$ cat config.mk
export PLATFORM = sky130hd
export DESIGN_NAME = psdq_ctrl
export DESIGN_NICKNAME = d
export VERILOG_FILES = /design/src/hw/rtl/psdq_pkg.sv /design/src/hw/rtl/psdq_ctrl.sv
export SDC_FILE = /design/constraint.sdc
export NUM_CORES = 1
export LEC_CHECK = 0
export ABC_AREA = 0
export BUFFER_PORTS_ARGS = -buffer_cell sky130_fd_sc_hd__clkbuf_2
export CORE_AREA = 2 2 39 41
export DETAILED_ROUTE_END_ITERATION = 12
export DIE_AREA = 0 0 41 43
export PLACE_DENSITY = 0.67
export SYNTH_ARGS = -nofsm -noshare
export SYNTH_HDL_FRONTEND = slang
export SYNTH_SLANG_ARGS = --single-unit
$ cat constraint.sdc
create_clock -name clk -period 1.4 [get_ports clk]
set_clock_uncertainty 0.05 [all_clocks]
set_input_delay 0.14 -clock clk [delete_from_list [all_inputs] [get_ports clk]]
set_output_delay 0.14 -clock clk [all_outputs]
set_load 0.1 [all_outputs]
$ cat src/hw/rtl/psdq_pkg.sv
// Shared types and constants for the processor-sharing delta queue.
// Used by the controller, the datapath and the top level; depends on nothing.
package psdq_pkg;

  localparam int MAX_SERVERS_DEF = 16;
  localparam int FRAC_BITS_DEF   = 16;
  localparam int WORK_W          = 48;
  localparam int TAG_W           = 16;
  localparam int RATE_W          = 16;
  localparam int SC_W            = 5;
  localparam int CFG_IDX_W       = 2;

  localparam logic [CFG_IDX_W-1:0] CFG_SERVER_COUNT = 2'd0;
  localparam logic [CFG_IDX_W-1:0] CFG_FAIR_SHARING = 2'd1;
  localparam logic [CFG_IDX_W-1:0] CFG_TOTAL_RATE   = 2'd2;

  localparam logic [SC_W-1:0]   SERVER_COUNT_RST = 5'd4;
  localparam logic              FAIR_SHARING_RST = 1'b1;
  localparam logic [RATE_W-1:0] TOTAL_RATE_RST   = 16'd1000;

  typedef enum logic [1:0] {
    ST_OK      = 2'd0,
    ST_FULL    = 2'd1,
    ST_EMPTY   = 2'd2,
    ST_OVERRUN = 2'd3
  } status_t;

  typedef struct packed {
    logic              func;
    logic [TAG_W-1:0]  task_tag;
    logic [31:0]       task_work;
    logic [WORK_W-1:0] now_time;
  } req_t;

  typedef struct packed {
    status_t           status;
    logic              next_valid;
    logic [WORK_W-1:0] next_finish_delay;
    logic [TAG_W-1:0]  finished_tag;
  } rsp_t;

  typedef struct packed {
    logic    latch;
    logic    pop;
    logic    mul;
    logic    chg_start;
    logic    chg_apply;
    logic    step;
    logic    insert;
    logic    dly_start;
    logic    dly_take;
    logic    dly_sat;
    logic    dly_zero;
    logic    set_st;
    status_t st;
  } cmd_t;

  typedef struct packed {
    logic is_finish;
    logic empty;
    logic full;
    logic overrun;
    logic found;
    logic at_end;
    logic div_done;
    logic rate_zero;
  } sts_t;

endpackage

$ cat src/hw/rtl/psdq_ctrl.sv
// Controller state machine that sequences one request through the datapath.
// Depends on psdq_pkg.
module psdq_ctrl
  import psdq_pkg::*;
(
  input  logic clk,
  input  logic rst,
  input  logic start,
  input  sts_t sts,
  output cmd_t cmd,
  output logic busy,
  output logic done
);

  typedef enum logic [3:0] {
    S_IDLE, S_DECIDE, S_MUL, S_CSTART, S_CWAIT, S_CHG,
    S_SEARCH, S_INS, S_DELAY, S_DWAIT, S_OUT
  } state_t;

  state_t state;
  state_t state_next;

  assign busy = (state != S_IDLE);
  assign done = (state == S_OUT);

  always_comb begin
    cmd        = '0;
    cmd.st     = ST_OK;
    state_next = state;
    case (state)
      S_IDLE: begin
        if (start) begin
          cmd.latch  = 1'b1;
          state_next = S_DECIDE;
        end
      end
      S_DECIDE: begin
        if (sts.is_finish) begin
          if (sts.empty) begin
            cmd.set_st = 1'b1;
            cmd.st     = ST_EMPTY;
          end else begin
            cmd.pop = 1'b1;
          end
          state_next = S_DELAY;
        end else if (sts.full) begin
          cmd.set_st = 1'b1;
          cmd.st     = ST_FULL;
          state_next = S_DELAY;
        end else if (sts.empty) begin
          state_next = S_SEARCH;
        end else begin
          state_next = S_MUL;
        end
      end
      S_MUL: begin
        cmd.mul    = 1'b1;
        state_next = S_CSTART;
      end
      S_CSTART: begin
        cmd.chg_start = 1'b1;
        state_next    = S_CWAIT;
      end
      S_CWAIT: begin
        if (sts.div_done) state_next = S_CHG;
      end
      S_CHG: begin
        if (sts.overrun) begin
          cmd.set_st = 1'b1;
          cmd.st     = ST_OVERRUN;
          state_next = S_DELAY;
        end else begin
          cmd.chg_apply = 1'b1;
          state_next    = S_SEARCH;
        end
      end
      S_SEARCH: begin
        if (sts.found || sts.at_end) begin
          state_next = S_INS;
        end else begin
          cmd.step = 1'b1;
        end
      end
      S_INS: begin
        cmd.insert = 1'b1;
        state_next = S_DELAY;
      end
      S_DELAY: begin
        if (sts.empty) begin
          cmd.dly_zero = 1'b1;
          state_next   = S_OUT;
        end else if (sts.rate_zero) begin
          cmd.dly_sat = 1'b1;
          state_next  = S_OUT;
        end else begin
          cmd.dly_start = 1'b1;
          state_next    = S_DWAIT;
        end
      end
      S_DWAIT: begin
        if (sts.div_done) begin
          cmd.dly_take = 1'b1;
          state_next   = S_OUT;
        end
      end
      S_OUT: state_next = S_IDLE;
      default: state_next = S_IDLE;
    endcase
  end

  always_ff @(posedge clk) begin
    if (rst) begin
      state <= S_IDLE;
    end else begin
      state <= state_next;
    end
  end

endmodule

; ---- Word level (Yosys, flattened, before mapping)
; Index checks and enable logic that the tools add are counted.
[totals]
inputBits = 11
out_inout_bits = 16
regBits = 4
wordCells = 56
[classes]
muxes = 37
n_reduce_logical = 4
eq_ne = 14
[ops]
columns = op, count
row1 = 4-bit case mux with 10 select lines, 1
row2 = 4-bit two-way mux, 8
row3 = 1-bit two-way mux, 20
row4 = "4-bit by 3-bit equality test with 1-bit output, second input constant", 4
row5 = 3-bit two-way mux, 5
row6 = "4-bit equality test, second input constant", 3
row7 = "4-bit by 2-bit equality test with 1-bit output, second input constant", 2
row8 = "2-bit != test, second input constant", 4
row9 = 3-bit case mux with 2 select lines, 1
row10 = "4-bit by 1-bit equality test with 1-bit output, second input constant", 1
row11 = 4-bit logical NOT, 1
row12 = 2-bit two-way mux, 2
row13 = 4-bit AND reduction, 1
row14 = 4-bit nonzero test, 1
row15 = 1-bit logical OR, 1

; ---- Longest topological paths before layout
; Gate-level depths: netlist of the first run.
[depth]
word_depth = 4
mapped_depth = 5
ltp_nobuf = 5

; ---- Worst setup path before layout of the first run
; Ideal clock, no wire load.
[synth_path]
path_type = flip-flop to output port
startpoint = register state[0]
endpoint = output cmd[12] in the netlist's numbering
stages_incl_launch_ff = 4
path_buffers = 1
arrival_time_ps = 3897
slack_ps = -2687
required_time_ps = 1210
cell_sequence = dfxtp_1 > clkbuf_1 > nand2b_1 > nor4b_1
[synth_lines]
columns = item, line
row1 = from (decl), psdq_ctrl.sv:20  ; state_t state;
row2 = from (signal assigned), psdq_ctrl.sv:115  ; state <= state_next;
row3 = to (decl), psdq_ctrl.sv:10  ; output cmd_t cmd,

==> out/qor.csv, run 1 <==
metric;value;unit
status;complete, but fails checks;
violated checks;setup timing;
count of different cell masters after synthesis;31;
Core ar.;1380;µm²
final setup fails;17;
Site Rows;14;
initial antenna violation count;0;
Tcrit/Tclk final;127;%
post-synthesis simple-gate area fraction;52.9;%
via count;788;
final worst slack;-0.380;ns
Mapped Area;468;µm²
Min-Delay Path Class;in -> reg;
synth top area cells;dfxtp_1, nor2_1, nand2_1;
met2 Use GR;45.0;%
Die Area;1760;µm²
largest area contributor in the netlist;dfxtp_1;
GR Util met3;7.33;%
Post-Synth Adder-Cell Area;0;%
Die H;43;µm
Setup Crit Path Kind;reg -> out;
synthesized area per cell;6.50;µm²
Routed Antenna Nets;0;
CP Max Fanout;5;
Critical Path Slowest Stage Cell;dfxtp_2;
Layout fillers;46;
routed wire length;2550;µm
CP required;1.21;ns
largest registers;state: 4 flops;
Yosys warning count;0;
Detailed Routing Iterations Pass 1;4;
Post-synth EDFFs;0;
Peak VDD IR;0.00154;V
Setup TNS;-3.49;ns
cells along the critical path;buf_6 > nor2b_4 > nand2_2 > or3_4 > clkinvlp_4 > buf_12;
placer congestion estimate;0.854;
most frequent cells in the layout;buf_12, clkbuf_2, buf_4, buf_6, nor2_1;
Biggest register;state;
top cell type's share of synthesized area;17.1;%
clock sink total;4;
dominant synthesized flop cell;dfxtp_1;
estimated wirelength of the detail-placed design;1470;µm
fmax;562;MHz
number of DRC markers in iteration 0;8;
Tmin final;1.78;ns
Max Cap Viol;0;
final hold vios;0;
DIE WIDTH;41;µm
Hold-fix buffers, CTS;0;
WL/cell;19.0;µm
Compound-Gate Fraction of Synth Area;21.9;%
Reg clk slew, reported paths;0.04;ns
post-synthesis sequential area ratio;17.1;%
Clock Tree Root;clkbuf_4;
ant diodes;0;
CTS Buf Count;3;
TritonCTS clock tree;built;
Cells after Synth;72;
Post-synth ARST share;0;%
flops & latches, synth;4;
Cell Pwr Density;2140;nW/µm²
Worst setup SP type;flip-flop;
I/O Pins;27;
CTS max path bufs;2;
busiest grt layer;met2;
Max-slew headroom;79.3;%
total power;2.76;mW
CP Capture Type;output pin;
GRT overflow;0;
IO Port Bufs;26;
most common cell after layout, fill and taps aside;buf_12;
Synth Area in XOR/XNOR;0;%
max incr delay on CP;0.36;ns
unrepaired setup endpoints after global routing;yes;
largest net degree at the start of global routing;12;
Clk Latency, worst-skew pair;0.25;ns
main combinational cell family by area after synthesis;simple AND/OR/NAND/NOR gates;
starting density of the core;33.8;%
depth of the CTS H-tree;1;
Largest register FFs;4;
global routing usage on met1;31.5;%
Least-Margin Pin Slew;0.308;ns
vias in the first global route;732;
Util after Layout;93.1;%
DRC viols;0;
GRT Total Usage;27.2;%
multiplexer share of the synthesized area;0;%
fin. max-slew vios;0;
global-route wire length before repair;3240;µm
Layout Area Growth over Synthesis;175;%
share of post-route cells with drive strength above 1;72.0;%
leakage power;0.542;nW
vias per cell;5.88;
arrival time of the worst setup path;1.59;ns
Syn Nets;83;
NumNets Final;131;
==> synth_stat cells, drive strengths merged, types with 3 or more instances <==
cell    instances
nor3            3
and3            3
nand2b          4
clkbuf          3
nand2           7
nor4            3
nor2           12
dfxtp           4
inv             3
a21oi           3
nor2b           3
o21ai           3
==> path summary, 6_finish.rpt <==
| path | cells after the start | slack, ns | start | end |
|---|---|---|---|---|
| hold / removal | 2 | 0.09 | rst | state[0] |
| setup reg to reg | 4 | -0.16 | state[1] | state[0] |
| setup / recovery | 6 | -0.38 | state[3] | cmd[6] |
| hold reg to reg | 2 | 0.59 | state[3] | state[2] |
==> power by group <==
group / switching (mW) / leakage, nW / internal, mW
sequential: 0.0766 / 0.0350 / 0.169
combinational: 1.33 / 0.493 / 1.03
clock: 0.0628 / 0.0138 / 0.0969
==> critical path: cells and delay by family, from the launching register on <==
kind,cells,cell delay [ns]
buf+inv,3,0.38
simple gates,3,0.60
flops,1,0.36
==> kinds of logic after synthesis <==
| logic type | count (synthesis) |
|---|---|
| flip-flops | 4 |
| buffers and inverters | 8 |
| AND/OR/NAND/NOR | 45 |
| AO/OA/AOI/OAI | 15 |
==> timing repair <==
item                       4_1_cts  5_1_grt
setup endpoints to repair       18       18
pin swaps                        8       11
gates resized for setup         17       13
setup buffers                    2        4
==> metal layers <==
metal  wire length, µm  up-vias
met5                 0        -
met4                82        0
met3               138       14
met2              1340       46
met1               984      378
li1                  -      350
==> metrics by stage <==
step / setup WS [ns] / std cells / area (µm²) / hold slack, ns
5_1_grt: -0.411 / 134 / 1290 / 0.0971
3_5_place_dp: -0.188 / 126 / 1110 / 0.323
6_report: -0.380 / 134 / 1290 / 0.0863
3_3_place_gp: -0.121 / 126 / 1110 / 0.311
4_1_cts: -0.325 / 130 / 1210 / 0.0655
2_1_floorplan: -0.485 / 72 / 657 / 0.152
==> cell type report <==
cell class	instances	area, µm²	area share, %
timing repair buffer	47	577	44.8
multi-input combinational	60	548	42.5
tap	16	20.0	1.55
clock buffer	3	22.5	1.75
sequential	4	90.1	6.99
inverter	4	31.3	2.43
(Power assumes the default switching activity.)
==> run 2, diff against run 1 <==
==> config.mk (replaced) <==
export PLATFORM = sky130hd
export DESIGN_NAME = psdq_ctrl
export DESIGN_NICKNAME = d
export VERILOG_FILES = /design/src/hw/rtl/psdq_pkg.sv /design/src/hw/rtl/psdq_ctrl.sv
export SDC_FILE = /design/constraint.sdc
export NUM_CORES = 1
export LEC_CHECK = 0
export ABC_AREA = 1
export CORE_AREA = 2 2 39 41
export DETAILED_ROUTE_END_ITERATION = 12
export DIE_AREA = 0 0 41 43
export DONT_BUFFER_PORTS = 1
export GPL_ROUTABILITY_DRIVEN = 0
export PLACE_DENSITY = 0.47
export SYNTH_ARGS = -nofsm -noshare
export SYNTH_HDL_FRONTEND = slang
export SYNTH_SLANG_ARGS = --single-unit
==> run 2 against run 1 <==
Effect of this change:
- the run still ends with setup timing left
- die area is the same
- combinational power shrank 10%
- register-to-register slack gained 0.20 ns
- largest cell class is now multi-input combinational cells
==> out/qor.csv, run 2 <==
metric;value;unit;change
routed wire length;1570;µm;-38%
unrepaired setup endpoints after global routing;yes;;
final worst slack;-0.143;ns;+0.237 ns
flops & latches, synth;4;;unchanged
clock sink total;4;;unchanged
max incr delay on CP;0.43;ns;+0.07 ns
Biggest register;state;;
Layout fillers;95;;+110%
Largest register FFs;4;;unchanged
count of different cell masters after synthesis;18;;-42%
non-filler cells, final;131;;-2.2%
dpl ws;-0.0123;ns;+0.176 ns
Reg clk slew, reported paths;0.04;ns;about the same
Mapped Area;448;µm²;-4.3%
number of DRC markers in iteration 0;10;;+2
depth of the CTS H-tree;1;;unchanged
Clk network pwr share;6.3;%;+0.5 points
DIE WIDTH;41;µm;unchanged
GRT Total Usage;19.5;%;-7.7 points
top cell type's share of synthesized area;17.9;%;+0.76 points
Post-Place Cells;115;;-8.7%
Cell Pwr Density;2350;nW/µm²;+9.8%
IO Port Bufs;0;;-100%
Setup Crit Path Kind;reg -> out;;
final setup fails;15;;-2
CP Capture Type;output pin;;
Max-slew headroom;80.2;%;+0.83 points
cell internal pwr;1.07;mW;-17%
fin. max-slew vios;0;;unchanged
violated checks;setup timing;;
WL/cell;12.0;µm;-37%
Cells after Synth;83;;+15%
arrival time of the worst setup path;1.35;ns;-0.24 ns
post-synthesis simple-gate area fraction;54.2;%;+1.2 points
Hold Startpoint;rst;;
Post-Synth Adder-Cell Area;0;%;unchanged
Util after Layout;79.4;%;-14 points
Sw Pwr;1.51;mW;+3.2%
CP Max Fanout;8;;+3
main combinational cell family by area after synthesis;simple AND/OR/NAND/NOR gates;;
Clk Latency, worst-skew pair;0.24;ns;about the same
fmax;648;MHz;+15%
sequential share of power;12.0;%;+3.1 points
Compound-Gate Fraction of Synth Area;11.2;%;-11 points
Syn Nets;94;;+13%
largest area contributor in the netlist;dfxtp_1;;
global-route wire length before repair;2420;µm;-25%
top cells by count, synth;nand2_1, inv_1, nor2_1;;
synthesized area per cell;5.40;µm²;-17%
final hold vios;0;;unchanged
Tmin final;1.54;ns;-0.237 ns
Min-Delay Path Class;in -> reg;;
most frequent cells in the layout;buf_12, nand2_1, nor2_4, buf_4, inv_1;;
Post-synth ARST share;0;%;unchanged
Synth Area in XOR/XNOR;0;%;unchanged
synth top area cells;dfxtp_1, nand2_1, inv_1;;
Detailed Routing Iterations Pass 1;4;;unchanged
Core ar.;1380;µm²;unchanged
status;complete, but fails checks;;
vias per cell;5.00;;-15%
most common cell after layout, fill and taps aside;buf_12;;
estimated wirelength of the detail-placed design;1130;µm;-23%
multiplexer share of the synthesized area;0;%;unchanged
ant diodes;0;;unchanged
via count;655;;-17%
leakage power;0.485;nW;-11%
starting density of the core;32.4;%;-1.4 points
cells along the critical path;inv_4 > nor2_4 > nand3_4 > nand3_2 > buf_12;;
Least-Margin Pin Slew;0.297;ns;-0.0108 ns
Post-synth EDFFs;0;;unchanged
top-count cell post-synth;nand2_1;;
I/O Pins;27;;unchanged
reg2reg setup slack;0.04;ns;+0.20 ns
Layout Area Growth over Synthesis;145;%;
Combinational Power Share;81.7;%;-3.6 points
CTS max path bufs;2;;unchanged
largest registers;state: 4 flops;;
DRC viols;0;;unchanged
worst hold margin;0.0115;ns;-0.0748 ns
CP Launch Point;state[0];;
r2r startpoint;state[3];;
Die Area;1760;µm²;unchanged
Worst setup SP type;flip-flop;;
Max Cap Viol;0;;unchanged
Tcrit/Tclk final;110;%;-17 points
largest net degree at the start of global routing;9;;-3
NumNets Final;127;;-3.1%
GRT overflow;0;;unchanged
share of post-route cells with drive strength above 1;66.1;%;-5.9 points
TritonCTS clock tree;built;;
Sw Ratio;58.6;%;+5.5 points
Die H;43;µm;unchanged
post-synthesis sequential area ratio;17.9;%;+0.76 points
CTS Buf Count;3;;unchanged
Clock Tree Root;clkbuf_4;;
vias in the first global route;613;;-16%
Yosys warning count;0;;unchanged
dominant synthesized flop cell;dfxtp_1;;
initial antenna violation count;0;;unchanged
CP required;1.21;ns;about the same
Peak VDD IR;0.00130;V;-15%
Routed Antenna Nets;0;;unchanged
Critical Path Slowest Stage Cell;dfxtp_4;;
Site Rows;14;;unchanged
[run 2: worst paths after layout]
check,end,cells after the start
setup / recovery,cmd[2],5
hold / removal,state[3],3
setup reg to reg,state[0],7
hold reg to reg,state[0],3
[run 2: layer usage]
metal | global-route usage [%] | vias to the layer above | wire [µm]
met3 | 6.81 | 0 | 103
met2 | 30.6 | 27 | 851
met1 | 24.0 | 300 | 616
met4 | 6.00 | 0 | 0
li1 | - | 328 | -
met5 | 0 | - | 0
[run 2: metrics by stage]
stage | power (mW) | instance area, µm² | setup TNS [ns]
2_1_floorplan | 1.53 | 577 | -1.35
3_3_place_gp | 1.96 | 867 | 0
3_5_place_dp | 1.97 | 867 | -0.0123
4_1_cts | 2.36 | 1030 | -1.23
5_1_grt | 2.70 | 1100 | -2.31
6_report | 2.58 | 1100 | -1.35
[run 2: power by group through the flow]
stage               logic, mW  registers (mW)  clock network [mW]
CTS                      1.90           0.300               0.164
detailed placement       1.70           0.271                   0
finish                   2.11           0.310               0.162
floorplan                1.28           0.251                   0
global placement         1.70           0.268                   0
global route             2.20           0.318               0.177
[run 2: cell families after synthesis]
kind of cell	Yosys count
flops	4
simple gates	51
buf+inv	20
compound gates	8
[run 2: final cells by class]
cell class	count	area [µm²]	area share, %
clock buffer	4	26.3	2.39
sequential	4	95.1	8.66
multi-input combinational	59	463	42.1
tap	16	20.0	1.82
timing repair buffer	28	399	36.3
inverter	20	95.1	8.66
[run 2: timing repair]
action | in CTS | in global routing
pin swaps | 14 | 6
hold endpoints to repair | 2 | 0
buffers inserted | 7 | 4
endpoints found under the setup margin | 16 | 17
hold buffers | 1 | 0
gates resized for setup | 20 | 10
[run 2: worst max-delay path: cells and delay by family (launching register included)]
kind / cells / cell delay (ns)
simple gates: 3 / 0.44
flops: 1 / 0.43
buf+inv: 2 / 0.23
